## config.mk

```make
export PLATFORM = sky130hd
export DESIGN_NAME = fss_delay_line
export DESIGN_NICKNAME = d
export VERILOG_FILES = /design/src/hdl/fss_pkg.sv /design/src/hdl/fss_delay_line.sv
export SDC_FILE = /design/constraint.sdc
export NUM_CORES = 1
export LEC_CHECK = 0
export ABC_AREA = 1
export CAP_MARGIN = 25
export CORE_MARGIN = 5
export CORE_UTILIZATION = 55
export CTS_CLUSTER_SIZE = 8
export DETAILED_ROUTE_END_ITERATION = 16
export DONT_BUFFER_PORTS = 1
export PLACE_DENSITY = 0.7
export SLEW_MARGIN = 10
export SYNTH_ARGS = -nofsm -noshare
export SYNTH_HDL_FRONTEND = slang
export SYNTH_SLANG_ARGS = --single-unit
```

## constraint.sdc

```tcl
create_clock -name clk_i -period 2.7 [get_ports clk_i]
set_input_delay 0.675 -clock clk_i [delete_from_list [all_inputs] [get_ports clk_i]]
set_output_delay 0.675 -clock clk_i [all_outputs]
set_load 0.01 [all_outputs]
```

## src/hdl/fss_pkg.sv

```systemverilog
// ----------------------------------------------------------------------------
// fss_pkg
// Shared widths, defaults and link type of the streaming FIR filter.
// ----------------------------------------------------------------------------
package fss_pkg;

  localparam int unsigned DataW       = 32;
  localparam int unsigned MaxTaps     = 8;
  localparam int unsigned TapCountDef = 8;
  localparam int unsigned CfgIdxW     = $clog2(MaxTaps);

  typedef logic [DataW-1:0] data_t;

  // word moving from one cell to the next
  typedef struct packed {
    logic  valid;
    data_t sum;
  } link_t;

endpackage

```

## src/hdl/fss_delay_line.sv

```systemverilog
// ----------------------------------------------------------------------------
// fss_delay_line
// Sample history at the filter input; gives the window that the accepted
// word sees, newest sample first, with an optional clear before it enters.
// ----------------------------------------------------------------------------
module fss_delay_line #(
  parameter int unsigned TAP_COUNT = fss_pkg::TapCountDef
) (
  input  logic          clk_i,
  input  logic          rst_ni,
  input  logic          accept_i,
  input  logic          clear_i,
  input  fss_pkg::data_t sample_i,
  output fss_pkg::data_t win_o [TAP_COUNT]
);

  fss_pkg::data_t tap_q [TAP_COUNT];
  fss_pkg::data_t tap_d [TAP_COUNT];

  always_comb begin
    tap_d[0] = sample_i;
    for (int unsigned i = 1; i < TAP_COUNT; i++) begin
      tap_d[i] = clear_i ? '0 : tap_q[i-1];
    end
  end

  always_ff @(posedge clk_i or negedge rst_ni) begin
    if (!rst_ni) begin
      for (int unsigned i = 0; i < TAP_COUNT; i++) begin
        tap_q[i] <= '0;
      end
    end else if (accept_i) begin
      tap_q <= tap_d;
    end
  end

  assign win_o = tap_d;

endmodule

```

==> summary.md <==
| Metric | Value |
|---|---|
| Outcome | `complete, but fails checks` |
| Violated checks | `negative hold slack` |
| CTS HTree Levels | `1` |
| Post-layout util | `0.582` |
| CTS root buf | `clkbuf_16` |
| Worst skew pair latency | `520 ps` |
| Net Count, Synth | `~1.5k` |
| Via-to-Cell Ratio | `~5.0` |
| Biggest regs | `tap_q x224` |
| Peak VDD IR | `~0.43 mV` |
| FFs w/ async S/R, synth | `1.00` |
| Most common library cells after synthesis | `nand2_1, inv_1, dfrtp_1, nor2_1, nand3_1` |
| P_leak | `slightly below 6 nW` |
| Setup_tns | `0 ps` |
| Psw | `approximately 1.7 mW` |
| Crit. End Element | `output port` |
| Sequential Power Share | `0.498` |
| Tcrit/Tclk final | `0.717` |
| Fin nets | `~1.4k` |
| Met1 GRT Util | `0.342` |
| Die height | `around 150 microns` |
| CP Data Required Time | `just over 2000 ps` |
| Fin Hold WS | `-144 ps` |
| Ant. Diodes | `0` |
| Met3 usage | `0.0356` |
| Share of cells above drive strength 1 | `0.0317` |
| Die Span X | `149 microns` |
| WL per Instance | `~15 microns` |
| Critical Path Source Type | `flip-flop` |
| Sequential area share after synthesis | `0.526` |
| Synthesis Warnings | `0` |
| Core area | `19300 sq um` |
| First drt pass iteration count | `5` |
| Largest net degree at the start of global routing | `between 200 and 300` |
| First-pass GRT wire length | `40700 microns` |
| Yosys reg bits | `around 220` |
| Worst-case reg-to-reg path depth | `2` |
| Top reg by flops | `tap_q` |
| Synthesized instance count | `about 1.4k` |
| CP Max Fanout | `3` |
| Row count | `51` |
| Setup Viol. Count Final | `0` |
| GP Congestion | `around 0.81` |
| Tmin final | `1930 ps` |
| Max reg flops | `about 220` |
| Slew Viols, Final | `0` |
| Grt total ovfl | `0` |
| Top_reg_cell synth | `dfrtp_1` |
| Max Freq | `slightly above 500 MHz` |
| Maxcap violations | `0` |
| Starting Density | `0.553` |
| Vias in the first global route | `roughly 7.6k` |
| Vias post-DR | `slightly above 8k` |
| DRT Wirelength | `24800 microns` |
| Int Pwr | `between 5 and 6 mW` |
| PwrDens | `about 660 nW/um^2` |
| Most common cell in the synthesized netlist | `nand2_1` |
| Longest Clk Path Bufs | `3` |
| Worst hold path class | `primary input to async pin` |
| Yosys top cell area share | `0.526` |
| Worst-path clk slew | `roughly 50 ps` |
| Dpl hpwl | `15600 microns` |
| Largest cells by area after synthesis | `dfrtp_1, nand2_1, nand3_1` |
| GR peak layer | `met1` |
| RSZ-0062 raised after global routing | `false` |
| IO Count | `292` |
| Initial DRC count | `between 500 and 600` |
| Area Overhead vs Synth | `5.08%` |
| Total CTS buffers | `31` |
| Antenna violations before repair | `0` |
| Combinational share of power | `0.060` |
| Synth Area per Inst | `7.40 sq um` |
| Setup bufs post-CTS | `0` |
| Sink Count | `224` |
| Crit path DAT | `between 1000 and 1500 ps` |
| Yosys cell types | `10` |
| Slew headroom | `0.562` |
| DRC viols | `0` |
| Clk network pwr share | `0.442` |
| Net Sw Frac | `0.233` |
| Measured slew at the worst slew-check pin | `about 660 ps` |
| Overall Global Routing Usage | `0.220` |
| Leading area contributor after synthesis | `dfrtp_1` |
| Number of synthesized flops with an enable pin | `0` |
| Kind of critical path | `flip-flop to output port` |
| Synth Cell Area | `around 11000 sq um` |
| CTS tree | `yes` |
| Hold Fails Final Rpt | `224` |
| GR Util met2 | `0.324` |
| Clock Skews | `around 5.0 ps` |
| Post-DRT Antenna Nets | `0` |
| Die area | `22300 sq um` |
| PortBufs | `0` |
==> layout make-up <==
cell class	instances	area, sq um
clock buffers	31	776
inverters	226	858
fillers	1842	8060
well taps	265	332
flip-flops and latches	224	5610
repair buffers	10	113
multi-input cells	864	3520
==> worst paths after layout <==
path,endpoint,from,slack (ps)
max,win_o[104],tap_q[136]$_DFFE_PN0P_,770
min,tap_q[254]$_DFFE_PN0P_,rst_ni,-140
max reg2reg,tap_q[138]$_DFFE_PN0P_,tap_q[170]$_DFFE_PN0P_,1960
min reg2reg,tap_q[46]$_DFFE_PN0P_,tap_q[46]$_DFFE_PN0P_,480
max in group asynchronous,tap_q[45]$_DFFE_PN0P_,rst_ni,2280
min in group clk_i,tap_q[243]$_DFFE_PN0P_,accept_i,270
==> power by group through the flow <==
stage	Clock, mW	Sequential, mW	Combinational (mW)
floorplan	0	3.66	0.511
global placement	0	3.71	0.440
detailed placement	0	3.71	0.449
CTS	3.33	3.66	0.452
global route	3.47	3.68	0.513
finish	3.25	3.66	0.443
==> worst max-delay path, cell delays in order, from the launching register on <==
cell     delay, ps
dfrtp_1        440
inv_1           70
nor2_1         220
==> layout by cell type, fill, tap and decap left out <==
| master | instances |
|---|---|
| nor2_1 | 224 |
| buf_4 | 7 |
| dfrtp_1 | 224 |
| nand2_1 | 416 |
| nand3_1 | 192 |
| inv_1 | 224 |
| clkbuf_16 | 31 |
| inv_6 | 2 |
| o21ai_0 | 32 |
| buf_12 | 3 |
==> routing by layer <==
| layer | vias up | routed length (microns) |
|---|---|---|
| met5 | - | 0 |
| met4 | 0 | 471 |
| met3 | 41 | 1670 |
| met2 | 296 | 10900 |
| met1 | 3733 | 11700 |
| li1 | 4070 | - |
==> kinds of logic after synthesis <==
logic type,Yosys count,share of synthesized area
flops,224,0.526
buf+inv,353,0.144
compound gates,32,0.0150
simple gates,832,0.315
==> metrics by stage <==
step	cell area (sq um)	setup WS [ps]	std cells	power, mW
detailed placement	10400	1010	1589	4.16
CTS	11200	746	1620	7.44
global route	11200	695	1620	7.67
global placement	10400	1020	1589	4.15
floorplan	10700	705	1441	4.18
finish	11200	765	1620	7.35
==> repair_timing <==
item	4_1_cts	5_1_grt
gates resized for setup	0	0
hold endpoints to repair	224	224
setup endpoints to repair	0	0
(Power assumes the default switching activity.)
