### src/hdl/fss_pkg.sv
// ----------------------------------------------------------------------------
// fss_pkg
// Shared widths, defaults and link type of the streaming FIR filter.
// ----------------------------------------------------------------------------
package fss_pkg;

  localparam int unsigned DataW       = 32;
  localparam int unsigned MaxTaps     = 8;
  localparam int unsigned TapCountDef = 8;
  localparam int unsigned CfgIdxW     = $clog2(MaxTaps);

  typedef logic [DataW-1:0] data_t;

  // word moving from one cell to the next
  typedef struct packed {
    logic  valid;
    data_t sum;
  } link_t;

endpackage

### src/hdl/fss_cell.sv
// ----------------------------------------------------------------------------
// fss_cell
// One tap of the filter chain: multiplies its coefficient with its sample
// of the carried window and hands the running sum to the next cell.
// ----------------------------------------------------------------------------
module fss_cell #(
  parameter int unsigned TAP_COUNT = fss_pkg::TapCountDef,
  parameter int unsigned CELL_IDX  = 0
) (
  input  logic           clk_i,
  input  logic           rst_ni,
  input  fss_pkg::data_t coef_i,
  input  fss_pkg::link_t link_i,
  input  fss_pkg::data_t win_i [TAP_COUNT],
  input  logic           nxt_ready_i,
  output logic           ready_o,
  output fss_pkg::link_t link_o,
  output fss_pkg::data_t win_o [TAP_COUNT]
);

  logic           valid_q;
  fss_pkg::data_t sum_q;
  fss_pkg::data_t prod_q;
  fss_pkg::data_t prod_d;
  fss_pkg::data_t win_q [TAP_COUNT];

  // low word of the product is all that survives the wrap
  assign prod_d  = coef_i * win_i[CELL_IDX];
  assign ready_o = !valid_q || nxt_ready_i;

  always_ff @(posedge clk_i or negedge rst_ni) begin
    if (!rst_ni) begin
      valid_q <= 1'b0;
    end else if (ready_o) begin
      valid_q <= link_i.valid;
    end
  end

  always_ff @(posedge clk_i) begin
    if (ready_o && link_i.valid) begin
      sum_q  <= link_i.sum;
      prod_q <= prod_d;
      win_q  <= win_i;
    end
  end

  assign link_o.valid = valid_q;
  assign link_o.sum   = sum_q + prod_q;
  assign win_o        = win_q;

endmodule

### config.mk
export PLATFORM = sky130hd
export DESIGN_NAME = fss_cell
export DESIGN_NICKNAME = d
export VERILOG_FILES = /design/src/hdl/fss_pkg.sv /design/src/hdl/fss_cell.sv
export SDC_FILE = /design/constraint.sdc
export NUM_CORES = 1
export LEC_CHECK = 0
export ABC_CLOCK_PERIOD_IN_PS = 25900
export BUFFER_PORTS_ARGS = -buffer_cell sky130_fd_sc_hd__buf_2
export CAP_MARGIN = 10
export CORE_ASPECT_RATIO = 1.1
export CORE_MARGIN = 3
export CORE_UTILIZATION = 45
export DETAILED_ROUTE_END_ITERATION = 10
export GPL_TIMING_DRIVEN = 1
export PLACE_DENSITY = 0.71
export SLEW_MARGIN = 20
export SYNTH_ARGS = -nofsm -noshare
export SYNTH_HDL_FRONTEND = slang
export SYNTH_SLANG_ARGS = --single-unit
### constraint.sdc
create_clock -name clk_i -period 25.9 [get_ports clk_i]
set_input_delay 1.295 -clock clk_i [delete_from_list [all_inputs] [get_ports clk_i]]
set_output_delay 1.295 -clock clk_i [all_outputs]
set_load 0.02 [all_outputs]
==> run_results.csv, run 1 <==
group,metric,value,unit
critical_path,cp_top_family,"adder cells",
clock_network,cts_max_path_buffers,3,
yosys,ys_ff_latch,321,
die,die_w,239,um
global_route,grt_pass1_wl,150,mm
critical_path,cp-startpoint,"coef_i[4]",
global_route,grt_util_met3,0.0630,
global_route,grt-busiest-layer,"met2",
clock_network,clock_latency,0.56,ns
routing,wl_per_cell,28.8,um
critical_path,end_kind,"flop",
routing,viasPerCell,5.45,
critical_path,worstSetupPathType,"in2reg",
clock_network,cts.clk_slew.worst_paths,0.07,ns
yosys,synth_area,26900,um2
die,die_h,262,um
timing,finalSetupViolations,0,
routing,drt_iter0_markers,1771,
critical_path,critical_path_arrival,8.23,ns
yosys,synthFlopType,"edfxtp_1",
clock_network,h-tree-depth,2,
die,die_area,62800,um2
yosys,yosys-top-cells-area,"edfxtp_1 (36%), fa_1 (30%), ha_1 (7.2%)",
clock_network,cts_hold_buf,0,
critical_path,slowest_delay,0.69,ns
routing,detail_route.first_pass.iterations,5,
routing,vias,20028,
finish,final_area,32000,um2
timing,slew_headroom,0.293,
global_route,grt_pass1_vias,20719,
global_route,grtUsageTotal,0.338,
global_route,grt_use_met1,0.420,
die,start_util,0.457,
yosys,yosysSeqAreaShare,0.358,
yosys,synthCells,2289,
timing,fmax,126,MHz
global_route,grt_max_degree,80,
clock_network,cts_setup_buffers,0,
routing,wl,106,mm
clock_network,cts.sinks,321,
critical_path,crit_top_cell,"fa_1",
critical_path,endpoint,"prod_q[31]$_DFFE_PP_",
routing,drc,0,
critical_path,rrSetupSlack,22.72,ns
place,gp_congestion,0.998,
yosys,netlist.area_leader.share,0.357,
critical_path,critPathRequiredTime,26.19,ns
finish,area_growth,18.9,%
global_route,overflow,0,
timing,fin_crit_sh,0.306,
clock_network,cts_root_buf,"clkbuf_16",
critical_path,cp_max_fo,28,
yosys,syn-mean-instance-area,11.8,um2
timing,setup_tns,0,ns
yosys,syn_nets,3176,
worst_hold_path,worstHoldPathType,"in2async",
finish,final_layout_size_suffix_gt1_frac,0.242,
clock_network,cts_tree,"built",
critical_path,cp_num_buf_inv,4,
die,coreArea,58900,um2
critical_path,r2r_end,"win_o[59]$_DFFE_PP_",
die,io_pins,614,
yosys,synth.distinct_cells,61,
finish,fin_nets,3742,
critical_path,cp-start-kind,"primary input",
timing,finClkSkew,0.0200,ns
critical_path,r2r_cells,4,
die,fp-row-count,93,
place,dpl-instance-area,30600,um2
clock_network,cts_resized,0,
timing,finalCriticalPeriod,7.93,ns
routing,detail-route-antenna-nets,0,
place,hpwl,85.5,mm
global_route,antenna_found_initial,50,
yosys,synth_warnings,0,
critical_path,critPathSlowestCell,"a2111oi_1",
critical_path,path_cells,"buf_2, nand2_1, fa_1, inv_1, fa_1, fa_1, inv_1, fa_1, inv_1, fa_1, ha_1, fa_1, fa_1, ha_1, nand3_1, nor2_1, nand3_1, a2111oi_1, o2111ai_1, nand4_1, o211ai_1, xnor2_1",
global_route,use_met2,0.569,
timing,worst_slew_pin_slew,1.06,ns
finish,mostFrequentLayoutCells,"buf_2 (613), fa_1 (409), inv_1 (404), edfxtp_1 (320), nand2_1 (280)",
timing,timing.hold.ws,0.490,ns
clock_network,cts_buffers,37,
yosys,synthArstFlopShare,0.00312,
timing,rsz0062_at_grt,"no",
yosys,synth-edff-count,320,
critical_path,timing.rr.start,"valid_q$_DFFE_PN0N_",
yosys,yosysTopAreaCell,"edfxtp_1",
place,portBuffers,613,
timing,hold_violations,0,
critical_path,path_depth,22,
finish,final_common_cell,"buf_2",
finish,utilization,0.543,
outcome,status,"complete, no violations",
job,drv_cap,0,
timing,slew_violations,0,
finish,fillers,5138,
[sequential cells by signal, summed over array words and instances, names as in the netlist]
name and cells:
win_o 256, prod_q 32, sum_q 32, valid_q 1
[cells by family (layout without fill, tap and decap cells)]
kind of cell    after synthesis  after routing  share of synthesized area
flops                       321            321                      0.358
xor+xnor                    109            109                     0.0355
mux                           1              1                   0.000372
simple gates                651            651                      0.123
compound gates              149            149                     0.0382
other cells                   0             29                          0
buf+inv                     495           1089                     0.0692
fa+ha+maj                   563            563                      0.376
[worst min path at each step]
stage | startpoint | end | cells after the start
3_5_place_dp | valid_q$_DFFE_PN0N_ | valid_q$_DFFE_PN0N_ | 2
5_1_grt | rst_ni | valid_q$_DFFE_PN0N_ | 1
2_1_floorplan | valid_q$_DFFE_PN0N_ | valid_q$_DFFE_PN0N_ | 2
6_report | rst_ni | valid_q$_DFFE_PN0N_ | 1
3_3_place_gp | valid_q$_DFFE_PN0N_ | valid_q$_DFFE_PN0N_ | 2
4_1_cts | rst_ni | valid_q$_DFFE_PN0N_ | 1
[layout make-up]
| cell class | count | area (um2) | area share |
|---|---|---|---|
| antenna | 29 | 72.6 | 0.00227 |
| clock buffer | 40 | 958 | 0.0300 |
| clock inverter | 27 | 339 | 0.0106 |
| inverter | 404 | 1520 | 0.0474 |
| multi-input combinational | 1473 | 15400 | 0.482 |
| sequential | 321 | 9630 | 0.301 |
| tap | 760 | 951 | 0.0297 |
| timing repair buffer | 618 | 3110 | 0.0971 |
[synthesized netlist by cell type, types with 9 or more instances]
| master | n |
|---|---|
| a21o_1 | 21 |
| a21oi_1 | 46 |
| and2_1 | 272 |
| and3_1 | 11 |
| clkbuf_1 | 90 |
| edfxtp_1 | 320 |
| fa_1 | 409 |
| ha_1 | 154 |
| inv_1 | 404 |
| nand2_1 | 280 |
| nand3_1 | 12 |
| nor2_1 | 25 |
| nor3_1 | 12 |
| o21a_1 | 9 |
| o21ai_0 | 17 |
| xnor2_1 | 82 |
| xor2_1 | 27 |
[worst reg2reg max path, stage by stage, from the launching register on]
cell	delay [ns]
dfrtp_1	0.38
nand2b_1	0.11
and2_4	0.49
buf_4	0.77
buf_4	0.92
[metal layers]
metal,vias up,part of all wire,wire (um)
met2,1061,0.49,51600
li1,8355,-,-
met3,234,0.085,9010
met1,10366,0.37,39000
met5,-,0.00075,79
met4,12,0.056,5960
[per-stage QoR]
stage,worst slack [ns],cells
finish,17.97,3672
global route,17.73,3653
CTS,18.01,3643
detailed placement,17.41,3576
global placement,17.46,3576
floorplan,16.34,2289
Power of run 1 is left out: the tool's default activity adds up to more than one toggle a clock period on the data nets, which glitch-free logic cannot reach.
==> run 2: changes to the inputs <==
- ABC_CLOCK_PERIOD_IN_PS: 25900 -> 7170
- PLACE_DENSITY: 0.71 -> 0.74
- clock period: 25.9 -> 7.17 ns (I/O delays scaled with it)
==> run_results.csv, run 2 (synthesis results as in run 1) <==
group,metric,value,unit
die,die_h,262,um
die,die_w,239,um
timing,slew_headroom,0.160,
critical_path,worstSetupPathType,"in2reg",
die,start_util,0.457,
timing,finalSetupViolations,0,
clock_network,cts_resized,0,
critical_path,end_kind,"flop",
place,portBuffers,613,
global_route,antenna_found_initial,33,
global_route,grtUsageTotal,0.356,
timing,rsz0062_at_grt,"no",
die,coreArea,58900,um2
clock_network,cts_tree,"built",
timing,fmax,148,MHz
global_route,overflow,0,
timing,setup_tns,0,ns
worst_hold_path,worstHoldPathType,"in2reg",
timing,worst_slew_pin_slew,1.26,ns
clock_network,h-tree-depth,2,
finish,largest_register_ffs,256,
clock_network,cts_root_buf,"clkbuf_16",
routing,detail_route.first_pass.iterations,5,
critical_path,critPathRequiredTime,7.44,ns
finish,area_growth,28.6,%
critical_path,path_cells,"buf_2, nand2_1, fa_1, inv_1, fa_1, inv_1, fa_1, inv_1, fa_1, inv_1, fa_1, fa_1, fa_1, fa_1, inv_1, ha_1, a21o_1, a21oi_1, nor2_1, nor2_1, nor3b_1, a2111oi_0, o211ai_1",
die,die_area,62800,um2
critical_path,critical_path_arrival,7.03,ns
timing,slew_violations,0,
routing,wl_per_cell,28.2,um
routing,drt_iter0_markers,1981,
job,drv_cap,0,
critical_path,cp-start-kind,"primary input",
place,hpwl,89.2,mm
routing,detail-route-antenna-nets,0,
finish,final_layout_size_suffix_gt1_frac,0.237,
finish,final_common_cell,"buf_2",
clock_network,cts_setup_buffers,0,
critical_path,cp_max_fo,25,
routing,drc,0,
timing,finalCriticalPeriod,6.76,ns
routing,viasPerCell,5.39,
clock_network,clock_latency,0.56,ns
outcome,status,"complete, no violations",
finish,fin_nets,4011,
clock_network,cts.sinks,321,
clock_network,cts_max_path_buffers,3,
routing,wl,111,mm
place,gp_congestion,0.982,
critical_path,critPathSlowestCell,"fa_1",
global_route,grt_pass1_wl,159,mm
critical_path,slowest_delay,0.56,ns
global_route,grt_pass1_vias,22463,
clock_network,cts_buffers,39,
clock_network,cts.clk_slew.worst_paths,0.06,ns
critical_path,crit_top_cell,"fa_1",
global_route,grt_max_degree,188,
timing,finClkSkew,0.0220,ns
finish,mostFrequentLayoutCells,"buf_2 (613), fa_1 (409), inv_1 (404), edfxtp_1 (320), nand2_1 (280)",
die,fp-row-count,93,
die,io_pins,614,
timing,hold_violations,0,
timing,fin_crit_sh,0.942,
routing,vias,21264,
[run 2: per-stage QoR]
stage / hold WS, ns / setup slack, ns / area (um2) / instances / util
2_1_floorplan: 0.0629 / 0.450 / 26900 / 2289 / -
3_3_place_gp: 0.134 / 0.191 / 31000 / 3626 / 0.527
3_5_place_dp: 0.134 / 0.00214 / 31000 / 3626 / 0.527
4_1_cts: 0.00200 / 0.571 / 34500 / 3915 / 0.586
5_1_grt: 0.00376 / 0.248 / 34500 / 3930 / 0.587
6_report: 0.0251 / 0.414 / 34600 / 3946 / 0.587
[run 2: final timing paths]
path,start,to,cells after the start,slack [ns]
setup / recovery,win_i[232],prod_q[30]$_DFFE_PP_,23,0.41
hold / removal,win_i[220],win_o[220]$_DFFE_PP_,1,0.03
setup reg to reg,valid_q$_DFFE_PN0N_,win_o[8]$_DFFE_PP_,3,4.87
hold reg to reg,valid_q$_DFFE_PN0N_,valid_q$_DFFE_PN0N_,2,0.54
max in group asynchronous,rst_ni,valid_q$_DFFE_PN0N_,2,6.99
min in group asynchronous,rst_ni,valid_q$_DFFE_PN0N_,2,0.10
[run 2: worst max-delay path, delay by kind of cell]
kind | cells | cell delay (ns)
fa+ha+maj | 9 | 4.38
simple gates | 4 | 0.58
buf+inv | 6 | 0.74
compound gates | 4 | 0.93
[run 2: routing by layer]
metal,up-vias,GRT usage,share of wire
met1,11012,0.437,0.37
li1,8904,-,-
met5,-,0,0.00065
met3,258,0.0739,0.080
met4,10,0.194,0.066
met2,1080,0.591,0.48
[run 2: final cells by class]
class                           count  area, um2
Antenna cell                       31       77.6
Clock buffer                       44       1020
Inverter                          404       1520
Clock inverter                     28        277
Timing Repair Buffer              885       5700
Fill cell                        4899      24300
Multi-Input combinational cell   1473      15400
Sequential cell                   321       9630
Tap cell                          760        951
[run 2: timing repair]
item                                    CTS  global route
hold buffers                            217             0
endpoints found under the setup margin    0             0
endpoints found under the hold margin   217             0
Power of run 2 is left out for the same reason.
